==> src/p2u_pkg.sv <==
// shared types, codes and lookup tables of the petscii to utf-8 terminal unit
package p2u_pkg;

  // sequence templates run by the back end after the optional glyph
  localparam logic [3:0] TM_NONE   = 4'd0;
  localparam logic [3:0] TM_REVOFF = 4'd1;
  localparam logic [3:0] TM_LINE   = 4'd2;
  localparam logic [3:0] TM_FORE   = 4'd3;
  localparam logic [3:0] TM_CLR    = 4'd4;
  localparam logic [3:0] TM_DOWN   = 4'd5;
  localparam logic [3:0] TM_REV    = 4'd6;
  localparam logic [3:0] TM_HOME   = 4'd7;
  localparam logic [3:0] TM_DEL    = 4'd8;
  localparam logic [3:0] TM_ESC    = 4'd9;
  localparam logic [3:0] TM_RIGHT  = 4'd10;
  localparam logic [3:0] TM_UP     = 4'd11;
  localparam logic [3:0] TM_INS    = 4'd12;
  localparam logic [3:0] TM_LEFT   = 4'd13;
  localparam logic [3:0] TM_HEX    = 4'd14;

  // token kinds inside a template
  localparam logic [2:0] TK_END  = 3'd0;
  localparam logic [2:0] TK_BYTE = 3'd1;
  localparam logic [2:0] TK_DECF = 3'd2;
  localparam logic [2:0] TK_DECB = 3'd3;
  localparam logic [2:0] TK_HEXH = 3'd4;
  localparam logic [2:0] TK_HEXL = 3'd5;

  localparam logic [7:0] ASC_ESC = 8'h1B;
  localparam logic [6:0] FORE_RESET = 7'd97;
  localparam logic [6:0] BACK_RESET = 7'd44;
  localparam int unsigned QUEUE_DEPTH = 4;
  localparam int unsigned QUEUE_AW = $clog2(QUEUE_DEPTH);

  typedef logic [10:0] tok_t;

  typedef struct packed {
    logic        glyph_en;
    logic [20:0] cp;
    logic [3:0]  tmpl;
    logic [6:0]  fore;
    logic [6:0]  back;
    logic [7:0]  code;
  } cmd_t;

  function automatic tok_t mk_tok(logic [2:0] kind, logic [7:0] b);
    return {kind, b};
  endfunction

  function automatic tok_t tmpl_tok(logic [3:0] tm, logic [3:0] idx);
    tok_t t;
    logic [3:0] r;
    t = mk_tok(TK_END, 8'h00);
    // line end is a newline followed by reverse off
    r = (tm == TM_LINE) ? idx - 4'd1 : idx;
    case (tm)
      TM_REVOFF, TM_LINE: begin
        if (tm == TM_LINE && idx == 4'd0) begin
          t = mk_tok(TK_BYTE, 8'h0A);
        end else begin
          case (r)
            4'd0: t = mk_tok(TK_BYTE, ASC_ESC);
            4'd1: t = mk_tok(TK_BYTE, "[");
            4'd2: t = mk_tok(TK_BYTE, "0");
            4'd3: t = mk_tok(TK_BYTE, ";");
            4'd4: t = mk_tok(TK_DECB, 8'h00);
            4'd5: t = mk_tok(TK_BYTE, "m");
            4'd6: t = mk_tok(TK_BYTE, ASC_ESC);
            4'd7: t = mk_tok(TK_BYTE, "[");
            4'd8: t = mk_tok(TK_DECF, 8'h00);
            4'd9: t = mk_tok(TK_BYTE, "m");
            default: t = mk_tok(TK_END, 8'h00);
          endcase
        end
      end
      TM_FORE: begin
        case (idx)
          4'd0: t = mk_tok(TK_BYTE, ASC_ESC);
          4'd1: t = mk_tok(TK_BYTE, "[");
          4'd2: t = mk_tok(TK_DECF, 8'h00);
          4'd3: t = mk_tok(TK_BYTE, "m");
          default: t = mk_tok(TK_END, 8'h00);
        endcase
      end
      TM_CLR: begin
        case (idx)
          4'd0: t = mk_tok(TK_BYTE, ASC_ESC);
          4'd1: t = mk_tok(TK_BYTE, "[");
          4'd2: t = mk_tok(TK_DECB, 8'h00);
          4'd3: t = mk_tok(TK_BYTE, "m");
          4'd4: t = mk_tok(TK_BYTE, ASC_ESC);
          4'd5: t = mk_tok(TK_BYTE, "[");
          4'd6: t = mk_tok(TK_BYTE, "2");
          4'd7: t = mk_tok(TK_BYTE, "J");
          4'd8: t = mk_tok(TK_BYTE, ASC_ESC);
          4'd9: t = mk_tok(TK_BYTE, "[");
          4'd10: t = mk_tok(TK_BYTE, "H");
          default: t = mk_tok(TK_END, 8'h00);
        endcase
      end
      TM_DOWN, TM_HOME, TM_RIGHT, TM_UP, TM_LEFT: begin
        case (idx)
          4'd0: t = mk_tok(TK_BYTE, ASC_ESC);
          4'd1: t = mk_tok(TK_BYTE, "[");
          4'd2: begin
            case (tm)
              TM_DOWN:  t = mk_tok(TK_BYTE, "B");
              TM_HOME:  t = mk_tok(TK_BYTE, "H");
              TM_RIGHT: t = mk_tok(TK_BYTE, "C");
              TM_UP:    t = mk_tok(TK_BYTE, "A");
              default:  t = mk_tok(TK_BYTE, "D");
            endcase
          end
          default: t = mk_tok(TK_END, 8'h00);
        endcase
      end
      TM_REV, TM_INS: begin
        case (idx)
          4'd0: t = mk_tok(TK_BYTE, ASC_ESC);
          4'd1: t = mk_tok(TK_BYTE, "[");
          4'd2: t = mk_tok(TK_BYTE, (tm == TM_REV) ? "7" : "1");
          4'd3: t = mk_tok(TK_BYTE, (tm == TM_REV) ? "m" : "@");
          default: t = mk_tok(TK_END, 8'h00);
        endcase
      end
      TM_DEL: begin
        case (idx)
          4'd0: t = mk_tok(TK_BYTE, 8'h08);
          4'd1: t = mk_tok(TK_BYTE, ASC_ESC);
          4'd2: t = mk_tok(TK_BYTE, "[");
          4'd3: t = mk_tok(TK_BYTE, "1");
          4'd4: t = mk_tok(TK_BYTE, "P");
          default: t = mk_tok(TK_END, 8'h00);
        endcase
      end
      TM_ESC: begin
        if (idx == 4'd0) t = mk_tok(TK_BYTE, ASC_ESC);
      end
      TM_HEX: begin
        case (idx)
          4'd0: t = mk_tok(TK_BYTE, "\\");
          4'd1: t = mk_tok(TK_BYTE, "x");
          4'd2: t = mk_tok(TK_HEXH, 8'h00);
          4'd3: t = mk_tok(TK_HEXL, 8'h00);
          default: t = mk_tok(TK_END, 8'h00);
        endcase
      end
      default: t = mk_tok(TK_END, 8'h00);
    endcase
    return t;
  endfunction

  // hundreds, tens and ones of a 7-bit value, by reciprocal multiply
  function automatic logic [11:0] dec3(logic [6:0] v);
    logic [14:0] p;
    logic [3:0]  q;
    logic [6:0]  o;
    logic [3:0]  h;
    logic [3:0]  t;
    p = {8'd0, v} * 15'd205;
    q = p[14:11];
    o = v - 7'({3'd0, q} * 7'd10);
    h = (q >= 4'd10) ? 4'd1 : 4'd0;
    t = q - ((q >= 4'd10) ? 4'd10 : 4'd0);
    return {h, t, o[3:0]};
  endfunction

  function automatic logic [7:0] hex_char(logic [3:0] n);
    return (n < 4'd10) ? 8'h30 + {4'd0, n} : 8'h37 + {4'd0, n};
  endfunction

  function automatic logic [7:0] utf8_byte(logic [20:0] cp, logic [1:0] nbm1,
                                           logic [1:0] idx);
    logic [7:0] b;
    b = cp[7:0];
    case (nbm1)
      2'd0: b = cp[7:0];
      2'd1: b = (idx == 2'd0) ? {3'b110, cp[10:6]} : {2'b10, cp[5:0]};
      2'd2: begin
        case (idx)
          2'd0: b = {4'b1110, cp[15:12]};
          2'd1: b = {2'b10, cp[11:6]};
          default: b = {2'b10, cp[5:0]};
        endcase
      end
      default: begin
        case (idx)
          2'd0: b = {5'b11110, cp[20:18]};
          2'd1: b = {2'b10, cp[17:12]};
          2'd2: b = {2'b10, cp[11:6]};
          default: b = {2'b10, cp[5:0]};
        endcase
      end
    endcase
    return b;
  endfunction

  // lookups return {hit, code point}
  function automatic logic [21:0] common_lut(logic [7:0] c);
    logic [21:0] r;
    r = {1'b1, 21'h0};
    case (c)
      8'h5C: r[20:0] = 21'h00A3;
      8'h5E: r[20:0] = 21'h2191;
      8'h5F: r[20:0] = 21'h2190;
      8'h60: r[20:0] = 21'h2500;
      8'h7B: r[20:0] = 21'h253C;
      8'h7C: r[20:0] = 21'h1FB8C;
      8'h7D: r[20:0] = 21'h2502;
      8'hA0: r[20:0] = 21'h00A0;
      8'hA1: r[20:0] = 21'h258C;
      8'hA2: r[20:0] = 21'h2584;
      8'hA3: r[20:0] = 21'h2594;
      8'hA4: r[20:0] = 21'h2581;
      8'hA5: r[20:0] = 21'h258F;
      8'hA6: r[20:0] = 21'h2592;
      8'hA7: r[20:0] = 21'h2595;
      8'hA8: r[20:0] = 21'h1FB8F;
      8'hAA: r[20:0] = 21'h1FB87;
      8'hAB: r[20:0] = 21'h251C;
      8'hAC: r[20:0] = 21'h2597;
      8'hAD: r[20:0] = 21'h2514;
      8'hAE: r[20:0] = 21'h2510;
      8'hAF: r[20:0] = 21'h2582;
      8'hB0: r[20:0] = 21'h250C;
      8'hB1: r[20:0] = 21'h2534;
      8'hB2: r[20:0] = 21'h252C;
      8'hB3: r[20:0] = 21'h2524;
      8'hB4: r[20:0] = 21'h258E;
      8'hB5: r[20:0] = 21'h258D;
      8'hB6: r[20:0] = 21'h1FB88;
      8'hB7: r[20:0] = 21'h1FB82;
      8'hB8: r[20:0] = 21'h1FB83;
      8'hB9: r[20:0] = 21'h2583;
      8'hBB: r[20:0] = 21'h2596;
      8'hBC: r[20:0] = 21'h259D;
      8'hBD: r[20:0] = 21'h2518;
      8'hBE: r[20:0] = 21'h2598;
      8'hBF: r[20:0] = 21'h259A;
      default: r = 22'h0;
    endcase
    return r;
  endfunction

  function automatic logic [21:0] upper_lut(logic [7:0] c);
    logic [21:0] r;
    r = {1'b1, 21'h0};
    case (c)
      8'h61: r[20:0] = 21'h2660;
      8'h62: r[20:0] = 21'h2502;
      8'h63: r[20:0] = 21'h2500;
      8'h64: r[20:0] = 21'h1FB77;
      8'h65: r[20:0] = 21'h1FB76;
      8'h66: r[20:0] = 21'h1FB7A;
      8'h67: r[20:0] = 21'h1FB71;
      8'h68: r[20:0] = 21'h1FB74;
      8'h69: r[20:0] = 21'h256E;
      8'h6A: r[20:0] = 21'h2570;
      8'h6B: r[20:0] = 21'h256F;
      8'h6C: r[20:0] = 21'h1FB7C;
      8'h6D: r[20:0] = 21'h2572;
      8'h6E: r[20:0] = 21'h2571;
      8'h6F: r[20:0] = 21'h1FB7D;
      8'h70: r[20:0] = 21'h1FB7E;
      8'h71: r[20:0] = 21'h25CF;
      8'h72: r[20:0] = 21'h1FB7B;
      8'h73: r[20:0] = 21'h2665;
      8'h74: r[20:0] = 21'h1FB70;
      8'h75: r[20:0] = 21'h256D;
      8'h76: r[20:0] = 21'h2573;
      8'h77: r[20:0] = 21'h25CB;
      8'h78: r[20:0] = 21'h2663;
      8'h79: r[20:0] = 21'h1FB75;
      8'h7A: r[20:0] = 21'h2666;
      8'h7E: r[20:0] = 21'h03C0;
      8'h7F: r[20:0] = 21'h25E5;
      8'hA9: r[20:0] = 21'h25E4;
      8'hBA: r[20:0] = 21'h1FB7F;
      8'hFF: r[20:0] = 21'h03C0;
      default: r = 22'h0;
    endcase
    return r;
  endfunction

  function automatic logic [21:0] lower_lut(logic [7:0] c);
    logic [21:0] r;
    r = {1'b1, 21'h0};
    case (c)
      8'h7E: r[20:0] = 21'h1FB96;
      8'h7F: r[20:0] = 21'h1FB98;
      8'hA9: r[20:0] = 21'h1FB99;
      8'hBA: r[20:0] = 21'h2713;
      8'hFF: r[20:0] = 21'h1FB96;
      default: r = 22'h0;
    endcase
    return r;
  endfunction

  // latin-9 byte to code point; untouched bytes map to themselves
  function automatic logic [20:0] iso_cp(logic [7:0] c);
    logic [20:0] r;
    case (c)
      8'hA4: r = 21'h20AC;
      8'hA6: r = 21'h0160;
      8'hA8: r = 21'h0161;
      8'hB4: r = 21'h017D;
      8'hB8: r = 21'h017E;
      8'hBC: r = 21'h0152;
      8'hBD: r = 21'h0153;
      8'hBE: r = 21'h0178;
      default: r = {13'd0, c};
    endcase
    return r;
  endfunction

endpackage

==> src/p2u_front.sv <==
// front end: takes input bytes, tracks terminal state and builds commands
module p2u_front import p2u_pkg::*; (
  input  logic       clk_i,
  input  logic       rst_ni,
  input  logic       cfg_we_i,
  input  logic       cfg_data_i,
  input  logic [7:0] in_byte_i,
  input  logic       in_valid_i,
  output logic       in_ready_o,
  input  logic       q_full_i,
  output logic       push_o,
  output cmd_t       cmd_o
);

  logic       glyph_q;
  logic       iso_q, iso_d;
  logic       lower_q, lower_d;
  logic [6:0] fore_q, fore_d;
  logic [6:0] back_q, back_d;
  logic       emit;
  logic       accept;
  logic [7:0] c;
  logic [7:0] c2;
  logic [7:0] c3;
  logic [21:0] hit_c;
  logic [21:0] hit_u;
  logic [21:0] hit_l;
  logic [11:0] df;
  logic [11:0] db;
  logic [20:0] pcp;

  assign c = in_byte_i;
  assign in_ready_o = !q_full_i;
  assign accept = in_valid_i && in_ready_o;
  assign push_o = accept && emit;
  assign df = dec3(fore_q);
  assign db = dec3(back_q);

  // graphics remap of the shifted ranges, and letter case swap for the shifted set
  always_comb begin
    c2 = c;
    if (c >= 8'hC0 && c <= 8'hDF) c2 = c - 8'h60;
    else if (c >= 8'hE0 && c <= 8'hFE) c2 = c - 8'h40;
    c3 = c2;
    if (c2 >= "A" && c2 <= "Z") c3 = c2 + 8'h20;
    else if (c2 >= "a" && c2 <= "z") c3 = c2 - 8'h20;
  end

  assign hit_c = common_lut(c2);
  assign hit_u = upper_lut(c2);
  assign hit_l = lower_lut(c2);

  always_comb begin
    if (iso_q) begin
      pcp = (c == 8'h7F) ? 21'h20 : iso_cp(c);
    end else if (hit_c[21]) begin
      pcp = hit_c[20:0];
    end else if (!lower_q) begin
      pcp = hit_u[21] ? hit_u[20:0] : iso_cp(c2);
    end else begin
      pcp = hit_l[21] ? hit_l[20:0] : iso_cp(c3);
    end
  end

  always_comb begin
    emit = 1'b1;
    iso_d = iso_q;
    lower_d = lower_q;
    fore_d = fore_q;
    back_d = back_q;
    cmd_o.glyph_en = 1'b0;
    cmd_o.cp = pcp;
    cmd_o.tmpl = TM_NONE;
    cmd_o.code = c;
    if (c <= 8'h1F || (c >= 8'h80 && c <= 8'h9F)) begin
      cmd_o.tmpl = TM_FORE;
      case (c)
        8'h01: begin
          // swap by last decimal digit
          fore_d = ((db[11:8] == 4'd0 && db[7:4] == 4'd4) ? 7'd30 : 7'd90)
                   + {3'd0, db[3:0]};
          back_d = ((df[11:8] == 4'd0 && df[7:4] == 4'd3) ? 7'd40 : 7'd100)
                   + {3'd0, df[3:0]};
          cmd_o.tmpl = TM_REVOFF;
        end
        8'h05: fore_d = 7'd97;
        8'h0A: begin
          cmd_o.glyph_en = glyph_q; cmd_o.cp = 21'h24B6; cmd_o.tmpl = TM_LINE;
        end
        8'h0D: begin
          cmd_o.glyph_en = glyph_q; cmd_o.cp = 21'h24B9; cmd_o.tmpl = TM_LINE;
        end
        8'h8D: begin
          cmd_o.glyph_en = glyph_q; cmd_o.cp = 21'h24CB; cmd_o.tmpl = TM_LINE;
        end
        8'h92: cmd_o.tmpl = TM_REVOFF;
        8'h0E: begin
          lower_d = 1'b1; emit = 1'b0;
        end
        8'h0F: begin
          iso_d = 1'b1; lower_d = 1'b1; emit = 1'b0;
        end
        8'h8E: begin
          lower_d = 1'b0; emit = 1'b0;
        end
        8'h8F: begin
          iso_d = 1'b0; lower_d = 1'b0; emit = 1'b0;
        end
        8'h11: cmd_o.tmpl = TM_DOWN;
        8'h12: cmd_o.tmpl = TM_REV;
        8'h13: cmd_o.tmpl = TM_HOME;
        8'h14: cmd_o.tmpl = TM_DEL;
        8'h1B: cmd_o.tmpl = TM_ESC;
        8'h1C: fore_d = 7'd31;
        8'h1D: cmd_o.tmpl = TM_RIGHT;
        8'h1E: fore_d = 7'd32;
        8'h1F: fore_d = 7'd34;
        8'h81: fore_d = 7'd33;
        8'h90: fore_d = 7'd30;
        8'h91: cmd_o.tmpl = TM_UP;
        8'h93: cmd_o.tmpl = TM_CLR;
        8'h94: cmd_o.tmpl = TM_INS;
        8'h95: fore_d = 7'd33;
        8'h96: fore_d = 7'd91;
        8'h97: fore_d = 7'd90;
        8'h98: fore_d = 7'd90;
        8'h99: fore_d = 7'd92;
        8'h9A: fore_d = 7'd94;
        8'h9B: fore_d = 7'd37;
        8'h9C: fore_d = 7'd35;
        8'h9D: cmd_o.tmpl = TM_LEFT;
        8'h9E: fore_d = 7'd93;
        8'h9F: fore_d = 7'd36;
        default: cmd_o.tmpl = TM_HEX;
      endcase
    end else begin
      cmd_o.glyph_en = 1'b1;
    end
    cmd_o.fore = fore_d;
    cmd_o.back = back_d;
  end

  always_ff @(posedge clk_i or negedge rst_ni) begin
    if (!rst_ni) begin
      glyph_q <= 1'b0;
      iso_q <= 1'b0;
      lower_q <= 1'b0;
      fore_q <= FORE_RESET;
      back_q <= BACK_RESET;
    end else begin
      if (cfg_we_i) glyph_q <= cfg_data_i;
      if (accept) begin
        iso_q <= iso_d;
        lower_q <= lower_d;
        fore_q <= fore_d;
        back_q <= back_d;
      end
    end
  end

endmodule

==> src/p2u_queue.sv <==
// short command queue between front and back end
module p2u_queue import p2u_pkg::*; (
  input  logic clk_i,
  input  logic rst_ni,
  input  logic push_i,
  input  cmd_t cmd_i,
  output logic full_o,
  input  logic pop_i,
  output logic valid_o,
  output cmd_t cmd_o
);

  cmd_t                mem_q [QUEUE_DEPTH];
  logic [QUEUE_AW-1:0] wr_q, rd_q;
  logic [QUEUE_AW:0]   cnt_q;

  assign full_o = (cnt_q == (QUEUE_AW+1)'(QUEUE_DEPTH));
  assign valid_o = (cnt_q != '0);
  assign cmd_o = mem_q[rd_q];

  always_ff @(posedge clk_i) begin
    if (push_i) mem_q[wr_q] <= cmd_i;
  end

  always_ff @(posedge clk_i or negedge rst_ni) begin
    if (!rst_ni) begin
      wr_q <= '0;
      rd_q <= '0;
      cnt_q <= '0;
    end else begin
      if (push_i) wr_q <= wr_q + 1'b1;
      if (pop_i) rd_q <= rd_q + 1'b1;
      if (push_i && !pop_i) cnt_q <= cnt_q + 1'b1;
      else if (pop_i && !push_i) cnt_q <= cnt_q - 1'b1;
    end
  end

endmodule

==> src/p2u_back.sv <==
// back end: expands one command into output bytes, one a cycle while the output is not stalled
module p2u_back import p2u_pkg::*; (
  input  logic       clk_i,
  input  logic       rst_ni,
  input  logic       cmd_valid_i,
  input  cmd_t       cmd_i,
  output logic       pop_o,
  output logic [7:0] out_byte_o,
  output logic       last_o,
  output logic       out_valid_o,
  input  logic       out_ready_i
);

  logic       in_tok_q;
  logic [1:0] gidx_q;
  logic [3:0] tidx_q;
  logic [1:0] didx_q;
  logic       out_valid_q;
  logic [7:0] out_byte_q;
  logic       last_q;

  logic       fire;
  logic       tok_phase;
  logic [1:0] nbm1;
  logic       glyph_done;
  tok_t       tok_cur;
  tok_t       tok_nxt;
  tok_t       tok_first;
  logic [6:0] dv;
  logic [11:0] dd;
  logic [1:0] nd;
  logic [1:0] dpos;
  logic       tok_done;
  logic [7:0] byte_c;
  logic       last_c;

  assign fire = cmd_valid_i && (!out_valid_q || out_ready_i);
  assign tok_phase = in_tok_q || !cmd_i.glyph_en;

  assign nbm1 = (cmd_i.cp < 21'h80) ? 2'd0 : (cmd_i.cp < 21'h800) ? 2'd1 :
                (cmd_i.cp < 21'h10000) ? 2'd2 : 2'd3;
  assign glyph_done = (gidx_q == nbm1);

  assign tok_cur = tmpl_tok(cmd_i.tmpl, tidx_q);
  assign tok_nxt = tmpl_tok(cmd_i.tmpl, tidx_q + 4'd1);
  assign tok_first = tmpl_tok(cmd_i.tmpl, 4'd0);

  // decimal colour digits, no leading zeros
  assign dv = (tok_cur[10:8] == TK_DECF) ? cmd_i.fore : cmd_i.back;
  assign dd = dec3(dv);
  assign nd = (dv >= 7'd100) ? 2'd2 : (dv >= 7'd10) ? 2'd1 : 2'd0;
  assign dpos = didx_q + (2'd2 - nd);

  always_comb begin
    tok_done = 1'b1;
    byte_c = tok_cur[7:0];
    if (!tok_phase) begin
      byte_c = utf8_byte(cmd_i.cp, nbm1, gidx_q);
      last_c = glyph_done && (tok_first[10:8] == TK_END);
    end else begin
      case (tok_cur[10:8])
        TK_DECF, TK_DECB: begin
          tok_done = (didx_q == nd);
          case (dpos)
            2'd0: byte_c = 8'h30 + {4'd0, dd[11:8]};
            2'd1: byte_c = 8'h30 + {4'd0, dd[7:4]};
            default: byte_c = 8'h30 + {4'd0, dd[3:0]};
          endcase
        end
        TK_HEXH: byte_c = hex_char(cmd_i.code[7:4]);
        TK_HEXL: byte_c = hex_char(cmd_i.code[3:0]);
        default: byte_c = tok_cur[7:0];
      endcase
      last_c = tok_done && (tok_nxt[10:8] == TK_END);
    end
  end

  assign pop_o = fire && last_c;
  assign out_valid_o = out_valid_q;
  assign out_byte_o = out_byte_q;
  assign last_o = last_q;

  always_ff @(posedge clk_i) begin
    if (fire) begin
      out_byte_q <= byte_c;
      last_q <= last_c;
    end
  end

  always_ff @(posedge clk_i or negedge rst_ni) begin
    if (!rst_ni) begin
      out_valid_q <= 1'b0;
      in_tok_q <= 1'b0;
      gidx_q <= '0;
      tidx_q <= '0;
      didx_q <= '0;
    end else begin
      if (fire) out_valid_q <= 1'b1;
      else if (out_ready_i) out_valid_q <= 1'b0;
      if (fire) begin
        if (last_c) begin
          in_tok_q <= 1'b0;
          gidx_q <= '0;
          tidx_q <= '0;
          didx_q <= '0;
        end else if (!tok_phase) begin
          if (glyph_done) in_tok_q <= 1'b1;
          else gidx_q <= gidx_q + 2'd1;
        end else if (tok_done) begin
          tidx_q <= tidx_q + 4'd1;
          didx_q <= '0;
        end else begin
          didx_q <= didx_q + 2'd1;
        end
      end
    end
  end

endmodule

==> src/petscii_to_utf8_terminal_unit.sv <==
// top level of the petscii to utf-8 terminal unit
// Input channel in_byte_i/in_valid_i/in_ready_o takes one PETSCII byte per
// beat. Output channel out_byte_o/last_o/out_valid_o/out_ready_i gives the
// UTF-8 text and escape sequence bytes for it, one byte per beat, last_o
// set on the final byte of each input byte. Mode and case codes give none.
// cfg_we_i/cfg_data_i set the line-end glyph option at once.
// The front end takes a byte every cycle while its four-entry command queue
// has room and updates the mode, case and colour state on the spot.
// The back end sequencer sends one output byte per cycle while the receiver
// takes them, as many as the input byte produces; plain characters give 1 to 4.
// The first output byte passes through the command queue and then the output register.
// When the receiver stalls the output register holds its beat, the
// sequencer waits, and the queue fills until in_ready_o drops.
// Reset empties the queue and output register and returns to PETSCII mode,
// unshifted, white on blue, glyph option off.
module petscii_to_utf8_terminal_unit import p2u_pkg::*; (
  input  logic       clk_i,
  input  logic       rst_ni,
  input  logic       cfg_we_i,
  input  logic       cfg_data_i,
  input  logic [7:0] in_byte_i,
  input  logic       in_valid_i,
  output logic       in_ready_o,
  output logic [7:0] out_byte_o,
  output logic       last_o,
  output logic       out_valid_o,
  input  logic       out_ready_i
);

  logic push, full, pop, q_valid;
  cmd_t cmd_in, cmd_out;

  p2u_front u_front (
    .clk_i, .rst_ni, .cfg_we_i, .cfg_data_i, .in_byte_i, .in_valid_i,
    .in_ready_o, .q_full_i(full), .push_o(push), .cmd_o(cmd_in)
  );

  p2u_queue u_queue (
    .clk_i, .rst_ni, .push_i(push), .cmd_i(cmd_in), .full_o(full),
    .pop_i(pop), .valid_o(q_valid), .cmd_o(cmd_out)
  );

  p2u_back u_back (
    .clk_i, .rst_ni, .cmd_valid_i(q_valid), .cmd_i(cmd_out), .pop_o(pop),
    .out_byte_o, .last_o, .out_valid_o, .out_ready_i
  );

endmodule

==> config.mk <==
export PLATFORM = sky130hd
export DESIGN_NAME = petscii_to_utf8_terminal_unit
export DESIGN_NICKNAME = d
export VERILOG_FILES = /design/src/p2u_pkg.sv /design/src/p2u_front.sv /design/src/p2u_queue.sv /design/src/p2u_back.sv /design/src/petscii_to_utf8_terminal_unit.sv
export SDC_FILE = /design/constraint.sdc
export NUM_CORES = 1
export LEC_CHECK = 0
export BUFFER_PORTS_ARGS = -buffer_cell sky130_fd_sc_hd__buf_2
export CORE_MARGIN = 10
export CORE_UTILIZATION = 60
export DETAILED_ROUTE_END_ITERATION = 16
export MAX_ROUTING_LAYER = met4
export PLACE_DENSITY_LB_ADDON = 0.25
export SLEW_MARGIN = 20
export SYNTH_ARGS = -nofsm -noshare
export SYNTH_HDL_FRONTEND = slang
export SYNTH_SLANG_ARGS = --single-unit
==> constraint.sdc <==
create_clock -name clk_i -period 18.3 [get_ports clk_i]
set_clock_uncertainty 0.2 [all_clocks]
set_input_delay 0.915 -clock clk_i [delete_from_list [all_inputs] [get_ports clk_i]]
set_output_delay 0.915 -clock clk_i [all_outputs]
set_load 0.1 [all_outputs]
# --- Word-level counts from Yosys, hierarchy flattened ---
# Memory sizes are Yosys's and may differ from the RTL's.
# Index checks and enable logic that the tools add are counted.
totals:
  output_inout_bits: 11
  latch_bits: 0
  regBits: 43
  mem_count: 6
  mem_bits_rw: 192
  mem_bits_ro: 720
op_classes:
  n_reduce_logical: 65
  n_mul: 6
  n_lt_le_gt_ge: 21
  bitwise_logic: 0
  n_mux: 100
  div: 0
  eq_ne: 158
  add_sub_neg: 30
  n_shift: 0
mem_list:
  columns: ["memory", "words", "width", "rd", "rd_ports_with_merged_regs", "write_ports", "line_no", "text"]
  rows:
  - ["u_queue.mem_q", 4, 48, 1, 0, 1, "p2u_queue.sv:13", "cmd_t mem_q [QUEUE_DEPTH];"]
  - ["(no name shown)", 16, 9, 1, 0, 0, "p2u_pkg.sv:61", "case (r)"]
  - ["(no name shown)", 16, 9, 1, 0, 0, "p2u_pkg.sv:61", null]
  - ["(no name shown)", 16, 9, 1, 0, 0, "p2u_pkg.sv:86", "case (idx)"]
  - ["(no name shown)", 16, 9, 1, 0, 0, "p2u_pkg.sv:61", null]
  - ["(no name shown)", 16, 9, 1, 0, 0, "p2u_pkg.sv:86", null]
ops:
  columns: ["op", "n"]
  rows:
  - ["17-bit case mux with 37 select lines", 1]
  - ["8-bit equality test, second input constant", 69]
  - ["17-bit case mux with 30 select lines", 1]
  - ["14-bit case mux with 8 select lines", 3]
  - ["8-bit by 7-bit equality test with 1-bit output, second input constant", 36]
  - ["11-bit case mux with 8 select lines", 2]
  - ["11-bit case mux with 4 select lines", 3]
  - ["7-bit case mux with 15 select lines", 1]
  - ["9-bit case mux with 5 select lines", 2]
  - ["10-bit case mux with 4 select lines", 2]
  - ["8-bit by 5-bit equality test with 1-bit output, second input constant", 9]
  - ["9-bit case mux with 4 select lines", 2]
  - ["17-bit case mux with 4 select lines", 1]
  - ["22-bit case mux with 3 select lines", 1]
  - ["21-bit 2-to-1 mux", 3]
  - ["8-bit 2-to-1 mux", 7]
  - ["4-bit case mux with 13 select lines", 1]
  - ["6-bit by 4-bit adder with 7-bit output, first input constant", 7]
  - ["7-bit 2-to-1 mux", 7]
  - ["8-bit case mux with 3 select lines", 2]
  - ["7-bit by 8-bit multiplier with 15-bit output, second input constant", 3]
  - ["37-bit OR reduction", 1]
  - ["4-bit 2-to-1 mux", 9]
  - ["17-bit 2-to-1 mux", 2]
  - ["70 further kinds", 205]

# --- Longest topological paths before layout ---
# An unclocked memory read counts as a cell.
depth:
  depth_word: 20
  depth_mapped: 36
  depth_no_buf: 32

# --- Modules after synthesis ---
# From an unflattened synthesis, not the netlist that was laid out.
hier_totals:
  hier_cells: 1811
  hier_area_um2: 18427.7
modules_own_cells:
  columns: ["module", "seq_area_each_um2", "cells_per_inst", "instances", "area_each_um2"]
  rows:
  - ["p2u_queue", 5940.7, 285, 1, 7377.1]
  - ["p2u_front", 432.9, 916, 1, 6507.5]
  - ["p2u_back", 520.5, 610, 1, 4543.1]

# --- Least setup slack after synthesis ---
# No wires, ideal clock.
synth_timing:
  kind: "register -> register"
  startpoint: "register u_back.tidx_q[0]"
  endpoint: "register u_back.out_byte_q[3] (netlist: u_back.out_byte_o[3]), data pin"
  setup_ps: 258
  stages_incl_launch_ff: 33
  t_arrival_ps: 7436
  t_required_ps: 17842
  period_less_slack_ps: 7894
  slack_ps: 10406
  cell_sequence: "dfrtp_1 -> clkbuf_1 -> clkbuf_1 -> inv_1 -> ha_1 -> o31a_1 -> o221a_2 -> a221oi_1 -> nand4_1 -> buf_4 -> a21oi_4 -> mux2i_1 -> xor2_1 -> inv_1 -> fa_1 -> inv_1 -> ha_1 -> inv_1 -> fa_1 -> inv_1 -> ha_1 -> a41oi_1 -> o21ai_0 -> a21oi_1 -> nand2_1 -> a211oi_4 -> nor2_1 -> xnor2_1 -> fa_1 -> xor2_1 -> xnor2_1 -> xnor2_1 -> o21ai_1"
synth_via:
  elab_chain_cells: 16
synth_rtl:
  columns: ["element", "line_no", "text"]
  rows:
  - ["from (decl)", "p2u_back.sv:16", "logic [3:0] tidx_q;"]
  - ["from (signal assigned)", "p2u_back.sv:110", "tidx_q <= tidx_q + 4'd1;"]
  - ["4-bit by 1-bit subtractor with 4-bit output", "p2u_pkg.sv:55", "r = (tm == TM_LINE) ? idx - 4'd1 : idx;"]
  - ["4-bit 2-to-1 mux", "p2u_pkg.sv:55", null]
  - ["memory read 16 x 9 bit", null, null]
  - ["11-bit 2-to-1 mux", "p2u_pkg.sv:58", "if (tm == TM_LINE && idx == 4'd0) begin"]
  - ["11-bit case mux with 8 select lines *", "p2u_pkg.sv:56", "case (tm)"]
  - ["parallel branches: the longest is 9 deep, another holds 7-bit by 8-bit multiplier with 15-bit output", null, null]
  - ["8-bit case mux with 3 select lines *", "p2u_back.sv:61", "case (tok_cur[10:8])"]
  - ["8-bit 2-to-1 mux *", "p2u_back.sv:57", "if (!tok_phase) begin"]
  - ["via u_back.byte_c[3]", "p2u_back.sv:34", "logic [7:0] byte_c;"]
  - ["to (signal assigned)", "p2u_back.sv:85", "out_byte_q <= byte_c;"]
  - ["to (decl)", "p2u_back.sv:19", "logic [7:0] out_byte_q;"]
# Mark *: on every way through the listed nets, which the timed path passes.
# A chain may end at the register's enable or synchronous reset.

# --- Final worst setup path ---
layout_timing:
  startpoint: "register u_queue.rd_q[0]"
  endpoint: "register u_back.out_byte_q[3] (netlist: u_back.out_byte_o[3]), data pin"
layout_via:
  elab_chain_cells: 17
layout_rtl:
  columns: ["element", "line_no", "text"]
  rows:
  - ["from (decl)", "p2u_queue.sv:14", "logic [QUEUE_AW-1:0] wr_q, rd_q;"]
  - ["from (signal assigned)", "p2u_queue.sv:32", "if (pop_i) rd_q <= rd_q + 1'b1;"]
  - ["memory read 4 x 48 bit *", null, null]
  - ["parallel branches: the longest is 15 deep, another holds 7-bit by 8-bit multiplier with 15-bit output", null, null]
  - ["8-bit 2-to-1 mux *", "p2u_back.sv:57", null]
  - ["via u_back.byte_c[3]", "p2u_back.sv:34", null]
# Marked as above.

==> impl_metrics.py <==
metrics = {
    "synthesis": {
        "syn_area_um2": 16800,
        "synth_nets": 1955,
        "synth_area_per_cell_um2": 9.49,
        "ys_async_sr_fraction_pct": 16.7,
        "ys_seq_elements": 203,
        "netlist_instances": 1767,
        "ys.flop_type": "edfxtp_1",
        "yosys_warnings": 0,
        "synth_cell_types": 94,
        "synth_edf_count": 169,
        "ys_seq_area_share_pct": 35.4,
    },
    "routing": {
        "via_count": 14634,
        "wirelength_um": 50500,
        "drtIter0Drc": 1658,
        "vias_per_cell": 6.89,
        "drc_errors": 0,
        "ant_nets": 0,
        "drt-pass1-iter-count": 6,
        "wire_per_inst_um": 23.8,
    },
    "timing": {
        "post-route-period-util_pct": 55.6,
        "fmaxAchievable_ghz": 0.0982,
        "tns_ns": 0,
        "fin_crit_ns": 10.18,
        "maxSlewViolCount": 0,
        "rsz0062_at_grt": "false",
        "fin_ws_ns": 8.12,
        "relSlewSlack_pct": 29.1,
        "final_hold_viol_count": 0,
        "tightestPinTransition_ns": 1.06,
        "setup_violations": 0,
    },
    "critical_path": {
        "critical_path.slowest_cell": "dfrtp_2",
        "reg2reg_from": "u_queue.rd_q[0]$_DFFE_PN0P_",
        "critPathKind": "register to register",
        "worstSetupStartpointType": "register",
        "crit_top_cell": "inv_1",
        "path_buf_inv": 5,
        "cp_data_required_time_ns": 18.36,
        "ff2ff_setup_slack_ns": 8.12,
        "cp.arrival_ns": 10.24,
        "cp_max_fo": 31,
        "reg2reg_depth": 29,
        "worstReg2RegEnd": "u_back.out_byte_o[3]$_DFFE_PP_",
        "crit_family": "adder cells",
        "end_kind": "register",
        "slowest_delay_ns": 0.88,
    },
    "place": {
        "dpl_cell_area_um2": 17100,
        "dp_hpwl_um": 36300,
        "dp_slack_ns": 8.20,
        "gp_congestion": 1.04,
        "io_buffers": 24,
    },
    "global_routing": {
        "grt_pass1_vias": 14057,
        "grt_util_all_layers_pct": 28.9,
        "grt_max_degree": 64,
        "grt_antenna_before_repair": 0,
        "grt_pass1_wl_um": 80000,
        "gr-total-overflow": 0,
    },
    "clock_network": {
        "htree_levels": 1,
        "cts_tree": "done",
        "path_clk_slew_ns": 0.06,
        "cts.sinks": 203,
        "cts_root_buf": "clkbuf_16",
        "cts_made_buffers": 21,
        "clk_latency_ns": 0.51,
        "cts_buffer_depth": 3,
        "cts_setup_buffers": 0,
        "cts_resized": 0,
        "ctsHoldBuffers": 0,
    },
    "finish": {
        "stdcell_area_um2": 17800,
        "final_nets": 1920,
        "insertedDiodeCount": 0,
        "area_growth_pct": 6.31,
        "final_layout_size_suffix_gt1_share_pct": 10.6,
    },
    "status": {
        "outcome": "finished clean",
    },
    "die": {
        "num_rows": 61,
        "ios": 25,
        "die_w_um": 187,
        "die_h_um": 187,
        "core_um2": 27700,
        "initial_core_util_pct": 60.5,
        "die_area_um2": 35000,
    },
    "pwr": {
        "power.internal_uw": 1950,
        "switchingPower_uw": 1930,
        "p_seq_share_pct": 18.7,
        "total_power_uw": 3890,
        "switching_share_pct": 49.8,
        "irDropWorstVdd_uv": 262,
        "power.share.clock_pct": 11.4,
        "p_comb_share_pct": 70.0,
        "p_leak_uw": 0.00702,
        "powerDensity_nw_per_um2": 218,
    },
    "min_path": {
        "worstHoldPathType": "register to register",
        "hold_depth": 1,
        "whs_endpoint": "u_queue.cnt_q[2]$_DFFE_PN0P_",
        "hold_start": "u_queue.cnt_q[2]$_DFFE_PN0P_",
    },
    "job": {
        "cap_viol_max_count": 0,
    },
}
[final cells by class]
cell class                      count  area [um2]
Multi-Input combinational cell   1339        9960
Clock inverter                     15         175
Clock buffer                       23         533
Fill cell                        2279        9880
Sequential cell                   203        5940
Inverter                          119         447
Tap cell                          378         473
Timing Repair Buffer               48         300
[per-layer routing]
| layer | GRT usage [%] | share of wire (%) | vias up |
|---|---|---|---|
| li1 | - | - | 6587 |
| met1 | 37.2 | 41 | 7058 |
| met2 | 45.3 | 47 | 787 |
| met3 | 3.23 | 7.6 | 202 |
| met4 | 12.9 | 5.0 | 0 |
| met5 | - | 0 | - |
[placed cells by master, fill, tap and decap left out, types with 24 or more instances in the layout]
master,netlist,final
o21ai_0,107,107
fa_1,30,30
mux4_2,40,40
nand2_1,171,171
xnor2_1,34,34
o22ai_1,34,34
inv_1,115,115
nand3_1,46,46
buf_2,7,24
a21oi_1,130,130
nor2_1,147,147
dfrtp_1,28,26
buf_4,1,24
ha_1,144,144
a31oi_1,31,31
edfxtp_1,169,169
nor3_1,51,51
[worst register-to-register path: cells and delay by family (launching register included)]
kind	cells	cell delay [ns]
flops	1	0.88
xor+xnor	5	1.01
fa+ha+maj	5	2.10
buf+inv	5	0.76
compound gates	8	1.82
simple gates	3	1.44
mux	3	1.70
[synth_stat cells, drive strengths merged, types with 31 or more instances]
cell	count	share of area, %
a31oi	31	1.2
a21oi	133	4.1
nor3	51	1.5
nand3	47	1.4
clkbuf	80	1.8
edfxtp	169	30
nor2	147	3.3
mux4	40	5.4
o22ai	34	1.3
nand2	171	3.8
o21ai	111	3.3
inv	115	2.6
ha	144	11
xnor2	34	1.8
[sequential cells by signal (all words and copies together), names as in the netlist]
| signal | flops |
|---|---|
| u_queue.rd_q | 2 |
| u_front.iso_q | 1 |
| u_queue.wr_q | 2 |
| u_back.last_o | 1 |
| u_back.in_tok_q | 1 |
| u_queue.mem_q | 160 |
| u_back.out_byte_o | 8 |
| u_back.tidx_q | 4 |
| u_front.glyph_q | 1 |
| u_back.didx_q | 2 |
| u_queue.cnt_q | 3 |
| u_front.back_q | 7 |
| u_front.fore_q | 7 |
| u_back.gidx_q | 2 |
| u_front.lower_q | 1 |
| u_back.out_valid_o | 1 |
[through the flow]
stage | hold slack (ns) | instances | util, %
after floorplan | 0.257 | 1767 | -
after global placement | 0.270 | 2087 | 61.8
after detailed placement | 0.280 | 2087 | 61.8
after CTS | 0.297 | 2125 | 64.3
after global routing | 0.344 | 2125 | 64.3
final | 0.293 | 2125 | 64.3
[logic make-up (layout without fill, tap and decap cells)]
kind of cell	after synthesis	count (layout)	share of synthesized area, %
AOI/OAI and AO/OA	512	512	20.1
adders and majority gates	174	174	14.3
DFF	203	203	35.4
and+or+nand+nor	529	529	14.7
xor gates and xnor gates	47	47	2.46
buffers and inverters	225	205	5.25
muxes	77	77	7.74
[worst max-delay path by stage]
| stage | start | end | slack, ns | cells past startpoint |
|---|---|---|---|---|
| final | u_queue.rd_q[0]$_DFFE_PN0P_ | u_back.out_byte_o[3]$_DFFE_PP_ | 8.12 | 29 |
| after detailed placement | u_queue.rd_q[0]$_DFFE_PN0P_ | u_back.out_byte_o[3]$_DFFE_PP_ | 8.20 | 29 |
| after floorplan | u_back.tidx_q[0]$_DFFE_PN0P_ | u_back.out_byte_o[3]$_DFFE_PP_ | 10.41 | 32 |
| after global placement | u_queue.rd_q[0]$_DFFE_PN0P_ | u_back.out_byte_o[3]$_DFFE_PP_ | 8.46 | 29 |
| after CTS | u_queue.rd_q[0]$_DFFE_PN0P_ | u_back.out_byte_o[3]$_DFFE_PP_ | 8.20 | 29 |
| after global routing | u_queue.rd_q[0]$_DFFE_PN0P_ | u_back.out_byte_o[3]$_DFFE_PP_ | 7.39 | 30 |
[power by group through the flow]
stage,Combinational (uW),Sequential (uW),Clock (uW)
final,2720,725,443
after CTS,2680,727,445
after global placement,2560,726,0
after floorplan,1970,771,0
after global routing,3030,737,465
after detailed placement,2670,734,0
Power figures use the tool's default switching activity.
